**src/hw/rtl/adsr_pkg.sv**
```systemverilog
// Package for the ADSR envelope block: widths, register indexes, segment codes,
// root table and shared stage types. No dependencies.
package adsr_pkg;
   localparam int TIME_WIDTH_DEF = 32;
   localparam int FRAC_BITS_DEF  = 16;
   localparam int CSR_IDX_W      = 3;
   localparam int CSR_DATA_W     = 32;
   localparam int AMP_W          = 16;
   localparam int SEG_W          = 3;

   typedef enum logic [SEG_W-1:0] {
      SEG_ATTACK  = 3'd0,
      SEG_DECAY   = 3'd1,
      SEG_SUSTAIN = 3'd2,
      SEG_RELEASE = 3'd3,
      SEG_OUTSIDE = 3'd4
   } seg_type;

   localparam logic [CSR_IDX_W-1:0] REG_ATTACK_LEN    = 3'd0;
   localparam logic [CSR_IDX_W-1:0] REG_DECAY_LEN     = 3'd1;
   localparam logic [CSR_IDX_W-1:0] REG_SUSTAIN_LEN   = 3'd2;
   localparam logic [CSR_IDX_W-1:0] REG_RELEASE_LEN   = 3'd3;
   localparam logic [CSR_IDX_W-1:0] REG_SUSTAIN_LEVEL = 3'd4;
   localparam logic [CSR_IDX_W-1:0] REG_ATTACK_CURVE  = 3'd5;
   localparam logic [CSR_IDX_W-1:0] REG_DECAY_CURVE   = 3'd6;
   localparam logic [CSR_IDX_W-1:0] REG_RELEASE_CURVE = 3'd7;

   // how the power is formed: from the log, forced to one, forced to zero
   localparam logic [1:0] KIND_NORMAL = 2'd0;
   localparam logic [1:0] KIND_ONE    = 2'd1;
   localparam logic [1:0] KIND_ZERO   = 2'd2;

   localparam logic [15:0] LEVEL_ONE = 16'd32768;
   localparam logic [31:0] ONE_Q30   = 32'h4000_0000;

   // Side data that rides along the pipeline with each item.
   typedef struct packed {
      seg_type     seg;
      logic [15:0] lvl;
      logic [15:0] curve;
   } side_type;

   // isqrt of val (callers pass v<<30), 64-bit arithmetic, used only at elaboration.
   function automatic logic [63:0] isqrt_c(input logic [63:0] val);
      logic [63:0] v, res, bit_v;
      v = val; res = 0; bit_v = 64'd1 << 62;
      while (bit_v > v) bit_v = bit_v >> 2;
      while (bit_v != 0) begin
         if (v >= res + bit_v) begin
            v = v - (res + bit_v);
            res = (res >> 1) + bit_v;
         end else begin
            res = res >> 1;
         end
         bit_v = bit_v >> 2;
      end
      return res;
   endfunction

   // 2^(-2^-i) in Q2.30
   function automatic logic [31:0] root_c(input int idx);
      logic [63:0] v;
      v = 64'd1 << 29;
      for (int i = 1; i <= idx; i++) v = isqrt_c(v << 30);
      return v[31:0];
   endfunction
endpackage

```
**src/hw/rtl/adsr_seg_div.sv**
```systemverilog
// Segment select and pipelined restoring divider, one quotient bit per stage.
// Depends on adsr_pkg.
module adsr_seg_div #(
   parameter int TIME_WIDTH = adsr_pkg::TIME_WIDTH_DEF,
   parameter int FRAC_BITS  = adsr_pkg::FRAC_BITS_DEF
) (
   input  logic                     clock,
   input  logic                     reset,
   input  logic                     in_valid,
   input  logic [31:0]              in_time,
   input  logic [3:0][31:0]         seg_len,
   input  logic [15:0]              lvl,
   input  logic [2:0][15:0]         curves,
   output logic                     out_valid,
   output logic [FRAC_BITS:0]       out_base,
   output adsr_pkg::side_type       out_side
);
   localparam int SW = ((TIME_WIDTH > 32) ? TIME_WIDTH : 32) + 2;
   localparam int NS = FRAC_BITS + 1;
   localparam logic [SW-1:0] LEN_MASK = (SW'(1) << TIME_WIDTH) - SW'(1);

   logic [NS-1:0]                 v_ff;
   logic [NS-1:0][SW-1:0]         num_ff;
   logic [NS-1:0][SW-1:0]         den_ff;
   logic [NS-1:0][FRAC_BITS-1:0]  q_ff;
   adsr_pkg::side_type [NS-1:0]   side_ff;

   // stage 0: locate segment
   logic [SW-1:0] t_in, acc, len_k, rel_in, den_in;
   adsr_pkg::side_type side_in;
   logic found;
   always_comb begin
      t_in    = SW'(in_time);
      acc     = '0;
      found   = 1'b0;
      rel_in  = '0;
      den_in  = SW'(1);
      len_k   = '0;
      side_in.seg   = adsr_pkg::SEG_OUTSIDE;
      side_in.lvl   = lvl;
      side_in.curve = curves[0];
      for (int k = 0; k < 4; k++) begin
         len_k = SW'(seg_len[k]) & LEN_MASK;
         if (!found && !in_time[31] && (t_in < acc + len_k)) begin
            found = 1'b1;
            rel_in = t_in - acc;
            den_in = len_k;
            side_in.seg = adsr_pkg::seg_type'(3'(k));
            side_in.curve = curves[(k == 3) ? 2'd2 : ((k == 0) ? 2'd0 : 2'd1)];
         end
         acc = acc + len_k;
      end
   end

   always_ff @(posedge clock) begin
      if (reset) begin
         v_ff <= '0;
      end else begin
         v_ff <= {v_ff[NS-2:0], in_valid};
      end
      num_ff[0]  <= rel_in;
      den_ff[0]  <= den_in;
      q_ff[0]    <= '0;
      side_ff[0] <= side_in;
      for (int s = 1; s < NS; s++) begin
         logic [SW-1:0] sh;
         sh = num_ff[s-1] << 1;
         if (sh >= den_ff[s-1]) begin
            num_ff[s] <= sh - den_ff[s-1];
            q_ff[s]   <= {q_ff[s-1][FRAC_BITS-2:0], 1'b1};
         end else begin
            num_ff[s] <= sh;
            q_ff[s]   <= {q_ff[s-1][FRAC_BITS-2:0], 1'b0};
         end
         den_ff[s]  <= den_ff[s-1];
         side_ff[s] <= side_ff[s-1];
      end
   end

   assign out_valid = v_ff[NS-1];
   assign out_side  = side_ff[NS-1];
   // attack uses x; decay, release and the other segments use 1-x
   assign out_base  = (side_ff[NS-1].seg == adsr_pkg::SEG_ATTACK) ?
                      {1'b0, q_ff[NS-1]} :
                      ((FRAC_BITS+1)'(1) << FRAC_BITS) - {1'b0, q_ff[NS-1]};
endmodule

```
**config.mk**
```make
export PLATFORM = sky130hd
export DESIGN_NAME = adsr_seg_div
export DESIGN_NICKNAME = d
export VERILOG_FILES = /design/src/hw/rtl/adsr_pkg.sv /design/src/hw/rtl/adsr_seg_div.sv
export SDC_FILE = /design/constraint.sdc
export NUM_CORES = 2
export LEC_CHECK = 0
export ABC_AREA = 1
export BUFFER_PORTS_ARGS = -buffer_cell sky130_fd_sc_hd__buf_2
export CELL_PAD_IN_SITES_DETAIL_PLACEMENT = 2
export CELL_PAD_IN_SITES_GLOBAL_PLACEMENT = 2
export CORE_MARGIN = 8
export CORE_UTILIZATION = 42
export CTS_BUF_LIST = sky130_fd_sc_hd__clkbuf_4 sky130_fd_sc_hd__clkbuf_8
export DETAILED_ROUTE_END_ITERATION = 10
export HOLD_SLACK_MARGIN = 0.05
export PLACE_DENSITY_LB_ADDON = 0.1
export REMOVE_ABC_BUFFERS = 1
export SYNTH_ARGS = -nofsm -noshare
export SYNTH_HDL_FRONTEND = slang
export SYNTH_SLANG_ARGS = --single-unit
export TNS_END_PERCENT = 20
```
**constraint.sdc**
```tcl
create_clock -name clock -period 11.09 [get_ports clock]
set_clock_uncertainty 0.1 [all_clocks]
set_input_delay 1.109 -clock clock [delete_from_list [all_inputs] [get_ports clock]]
set_output_delay 1.109 -clock clock [all_outputs]
set_load 0.005 [all_outputs]
```
# == Yosys cells after proc, flatten, opt, wreduce, memory -nomap -nowiden ==
# Cells that the tools add are included.
# op_classes
addsub,22
magnitude_cmp,20
muxes,49
n_reduce_logical,14
# op_table
op,count
$mux 33,18
$ge 34x32->1,16
$sub 33x32->33,15
$mux 32,5
$lt 32x34->1,3
$sub 32x33->33,2
$mux 16,3
$add 33x32->34,1
$add 34x32->34,1
$add 32x32->33,1
$sub 32x32->33,1
$lt 32x32->1,1
$mux 1,20
$mux 17,1
$sub 17x16->17 const A,1
$logic_and 1x1->1,7
$logic_not 1->1,4
$logic_not 3->1,1
$mux 3,1
$reduce_or 3->1,1
$mux 2,1
$reduce_or 2->1,1
# word_totals
reg_bits,1788
word_cells,222

# == Longest topological paths before layout ==
# depth
depth_word,15
depth_mapped,44

# == Worst setup path before layout ==
# Ideal clock, no wire load.
# synth_timing
path_kind,input -> register
start,input seg_len[0] (netlist name)
end,register side_ff[11] (netlist name)
setup_ns,0.112
t_arrival_ns,6.566
required_time_ns,10.878
slack_ns,4.312
path_stages,43
path_buffers,2
cell_sequence,ha_1 inv_1 fa_1 nand3b_1 nand2_1 nand2_1 nand2_1 a21oi_1 o21ai_0 a21oi_1 o21ai_0 xor2_1 ha_1 nand2_1 inv_1 a21oi_1 nand2_1 a31oi_1 (+7 left out) nor2_1 and3_1 nand2_1 nand2_1 xnor2_1 ha_1 inv_1 nor3_1 a211oi_1 nand2_1 nand2_1 nand2_1 nand4_1 buf_2 nand2_4 buf_4 nand2_1 nand2_1
# synth_rtl
element,line,rtl
start: declaration,adsr_seg_div.sv:11,"input logic [3:0][31:0] seg_len,"
end signal: indexed assignment,adsr_seg_div.sv:76,side_ff[s] <= side_ff[s-1];
end: declaration,adsr_seg_div.sv:26,adsr_pkg::side_type [NS-1:0] side_ff;

==> flow_metrics.py <==
metrics = {
    "logic_synthesis": {
        "yosysSeqAreaShare_pct": 42.11,
        "synthDistinctLibCells": 58,
        "synth_top_cell_area_share_pct": 42.11,
        "syn_area_um2": 85000,
        "async_reset_ff_share_pct": 0,
        "yosysTopAreaCell": "dfxtp_1",
        "synth.area.top_cells": "dfxtp_1 (42%), nand2_1 (11%), ha_1 (11%)",
        "synth_edf_count": 0,
        "ys_ff_latch": 1788,
        "avgSynthCellArea_um2": 7.803,
        "synth_common_cells": "nand2_1 (2,599), dfxtp_1 (1,788), inv_1 (1,445), a21oi_1 (782), ha_1 (738)",
        "ys.flop_type": "dfxtp_1",
        "synth.most_common_cell": "nand2_1",
        "synthCells": 10893,
        "yosys_warnings": 0,
    },
    "clock_tree": {
        "cts.clk_slew.worst_paths_ps": 70,
        "cts_sinks": 1788,
        "cts_buffer_depth": 4,
        "clk-insertion-delay-late_ps": 1150,
        "cts-resized-gates": 0,
        "numCtsBuffers": 320,
        "cts_root_buf": "clkbuf_8",
        "cts_setup_buffers": 0,
        "tritoncts": "yes",
        "htreeDepth": 5,
    },
    "route": {
        "drt_iter0_markers": 5894,
        "wl_um": 439200,
        "drt_pre_antenna_iters": 6,
        "wl_per_cell_um": 30.81,
        "routed-via-count": 82988,
        "viasPerCell": 5.821,
        "drc_errors": 0,
        "ant_nets": 0,
    },
    "placement": {
        "port_buffers": 279,
        "dp_hpwl_um": 296300,
        "place_ws_ps": 2124,
        "gp_congestion": 0.9974,
    },
    "worst_hold_path": {
        "holdPathEnd": "v_ff[0]$_SDFF_PP0_",
        "min_from": "in_valid",
        "hold_path_class": "in -> reg",
        "hold_depth": 3,
    },
    "worst_setup_path": {
        "timing.rr.start": "num_ff[476]$_SDFF_PP0_",
        "crit_arrival_ps": 9200,
        "crit_type": "in -> reg",
        "max_stage_delay_ps": 540,
        "r2r_cells": 12,
        "cp.required_ps": 11910,
        "crit_path_top_delay_cell": "o21ai_0",
        "r2r_end": "num_ff[540]$_DFF_P_",
        "path_max_fanout": 29,
        "worst_setup_path_end_kind": "flop",
        "r2r_slack_ps": 5390,
        "cp_common_cell": "nand2_1",
        "critPathLaunchType": "input port",
    },
    "power": {
        "power_switching_share_pct": 52.31,
        "switching_power_mw": 20.63,
        "pwr-share-clk_pct": 17.8,
        "ir_worst_vdd_v": 0.0002022,
        "p_comb_share_pct": 55.9,
        "power.density_nw_per_um2": 411.1,
        "seq_power_share_pct": 26.3,
        "p_int_mw": 18.81,
        "leakagePower_nw": 45.94,
    },
    "floorplanning": {
        "io-pin-count": 280,
        "core_um2": 201700,
        "die_height_um": 465.9,
        "fp-row-count": 165,
        "dieArea_um2": 217000,
        "die_x_um": 465.9,
        "start_util_pct": 42.14,
    },
    "sta": {
        "finalCritPeriodShare_pct": 75.56,
        "hold_viol_final": 0,
        "setup_tns_ps": 0,
        "timing.hold.ws_ps": 149.2,
        "rsz0062_at_grt": "false",
        "min_period_ps": 8380,
        "relSlewSlack_pct": 5.874,
        "setup_violations": 0,
        "finalMaxSlewViolations": 0,
        "worst_slack_ps": 2710,
        "clock.fmax_mhz": 119.3,
        "worst_slew_pin_slew_ps": 1397,
    },
    "status": {
        "outcome": "complete, no violations",
    },
    "layout": {
        "syn_to_final_growth_pct": 12.85,
        "nets": 12340,
        "drive_above_1_share_pct": 7.828,
        "utilization_pct": 47.56,
    },
    "global_route": {
        "grt-ovfl-total": 0,
        "grt_first_pass_wirelength_um": 638900,
        "grt_pass1_vias": 93024,
        "grt_usage_pct": 38.95,
        "antenna_found_initial": 30,
        "grt_max_degree": 62,
    },
    "flow_run": {
        "cap_viol_max_count": 0,
    },
}
## cell usage in the layout (no fill, tap or decap), types with 279 or more instances in the layout
master,instances
a21oi_1,782
buf_2,279
clkbuf_8,405
dfxtp_1,1788
ha_1,738
inv_1,1441
nand2_1,2599
nand3_1,553
nor2_1,705
o21ai_0,693
xor2_1,301
## what timing repair did
item,4_1_cts,5_1_grt
setup endpoints to repair,0,0
endpoints found under the hold margin,15,0
hold buffers,15,0
## stage by stage
stage,area [um^2],instances,total power [mW]
2_1_floorplan,83970,10703,22.16
3_3_place_gp,89030,13689,28.23
3_5_place_dp,89030,13689,29.74
4_1_cts,95890,14246,38.12
5_1_grt,95900,14249,41.11
6_report,95920,14257,39.44
## worst max-delay path by stage
stage	endpoint	from	slack (ps)	cells after the start
2_1_floorplan	side_ff[32]$_SDFF_PP1_	seg_len[0]	2360	38
6_report	side_ff[8]$_DFF_P_	seg_len[0]	2710	42
3_5_place_dp	side_ff[12]$_DFF_P_	seg_len[0]	2120	38
3_3_place_gp	side_ff[2]$_DFF_P_	seg_len[32]	2340	39
5_1_grt	side_ff[8]$_DFF_P_	seg_len[0]	2320	42
4_1_cts	side_ff[10]$_DFF_P_	seg_len[0]	3070	42
## flip-flops by register name, summed over array words and instances (netlist names)
signal	flops
out_side	35
v_ff	17
num_ff	528
den_ff	512
q_ff	136
side_ff	560
## worst max-delay path, delay by kind of cell
kind,cells,cell delay (ps)
and+or+nand+nor,24,3920
buffers and inverters,7,1000
adders and majority gates,5,1680
xor gates and xnor gates,2,380
AOI/OAI and AO/OA,4,1060
## power groups by stage
stage          logic, mW  clock network (mW)  registers (mW)
2_1_floorplan       12.9                   0            9.23
3_3_place_gp        18.3                   0            9.94
3_5_place_dp        19.6                   0            10.1
4_1_cts             21.0                6.96            10.2
5_1_grt             23.4                7.33            10.4
6_report            22.0                7.04            10.4
## kinds of logic after synthesis
group                      synth area share [%]
and+or+nand+nor                           19.85
adders and majority gates                 11.36
DFF                                       42.11
xor gates and xnor gates                  5.760
AOI/OAI and AO/OA                         13.30
buffers and inverters                     7.612
## per-layer routing
layer	up-vias	GRT usage [%]	share of wire, %
li1	36298	-	-
met4	16	28.83	8.9
met2	3451	65.81	47
met3	1782	6.895	5.3
met5	-	0.02227	0.026
met1	41441	44.07	39
## cell type report
| cell class | count | area [um^2] |
|---|---|---|
| sequential | 1788 | 35790 |
| clock inverter | 63 | 584.3 |
| multi-input combinational | 7465 | 42780 |
| clock buffer | 479 | 6130 |
| inverter | 1450 | 5443 |
| fill | 22671 | 105800 |
| tap | 2672 | 3343 |
| antenna | 11 | 27.53 |
| timing repair buffer | 329 | 1822 |
(Power assumes the default switching activity.)
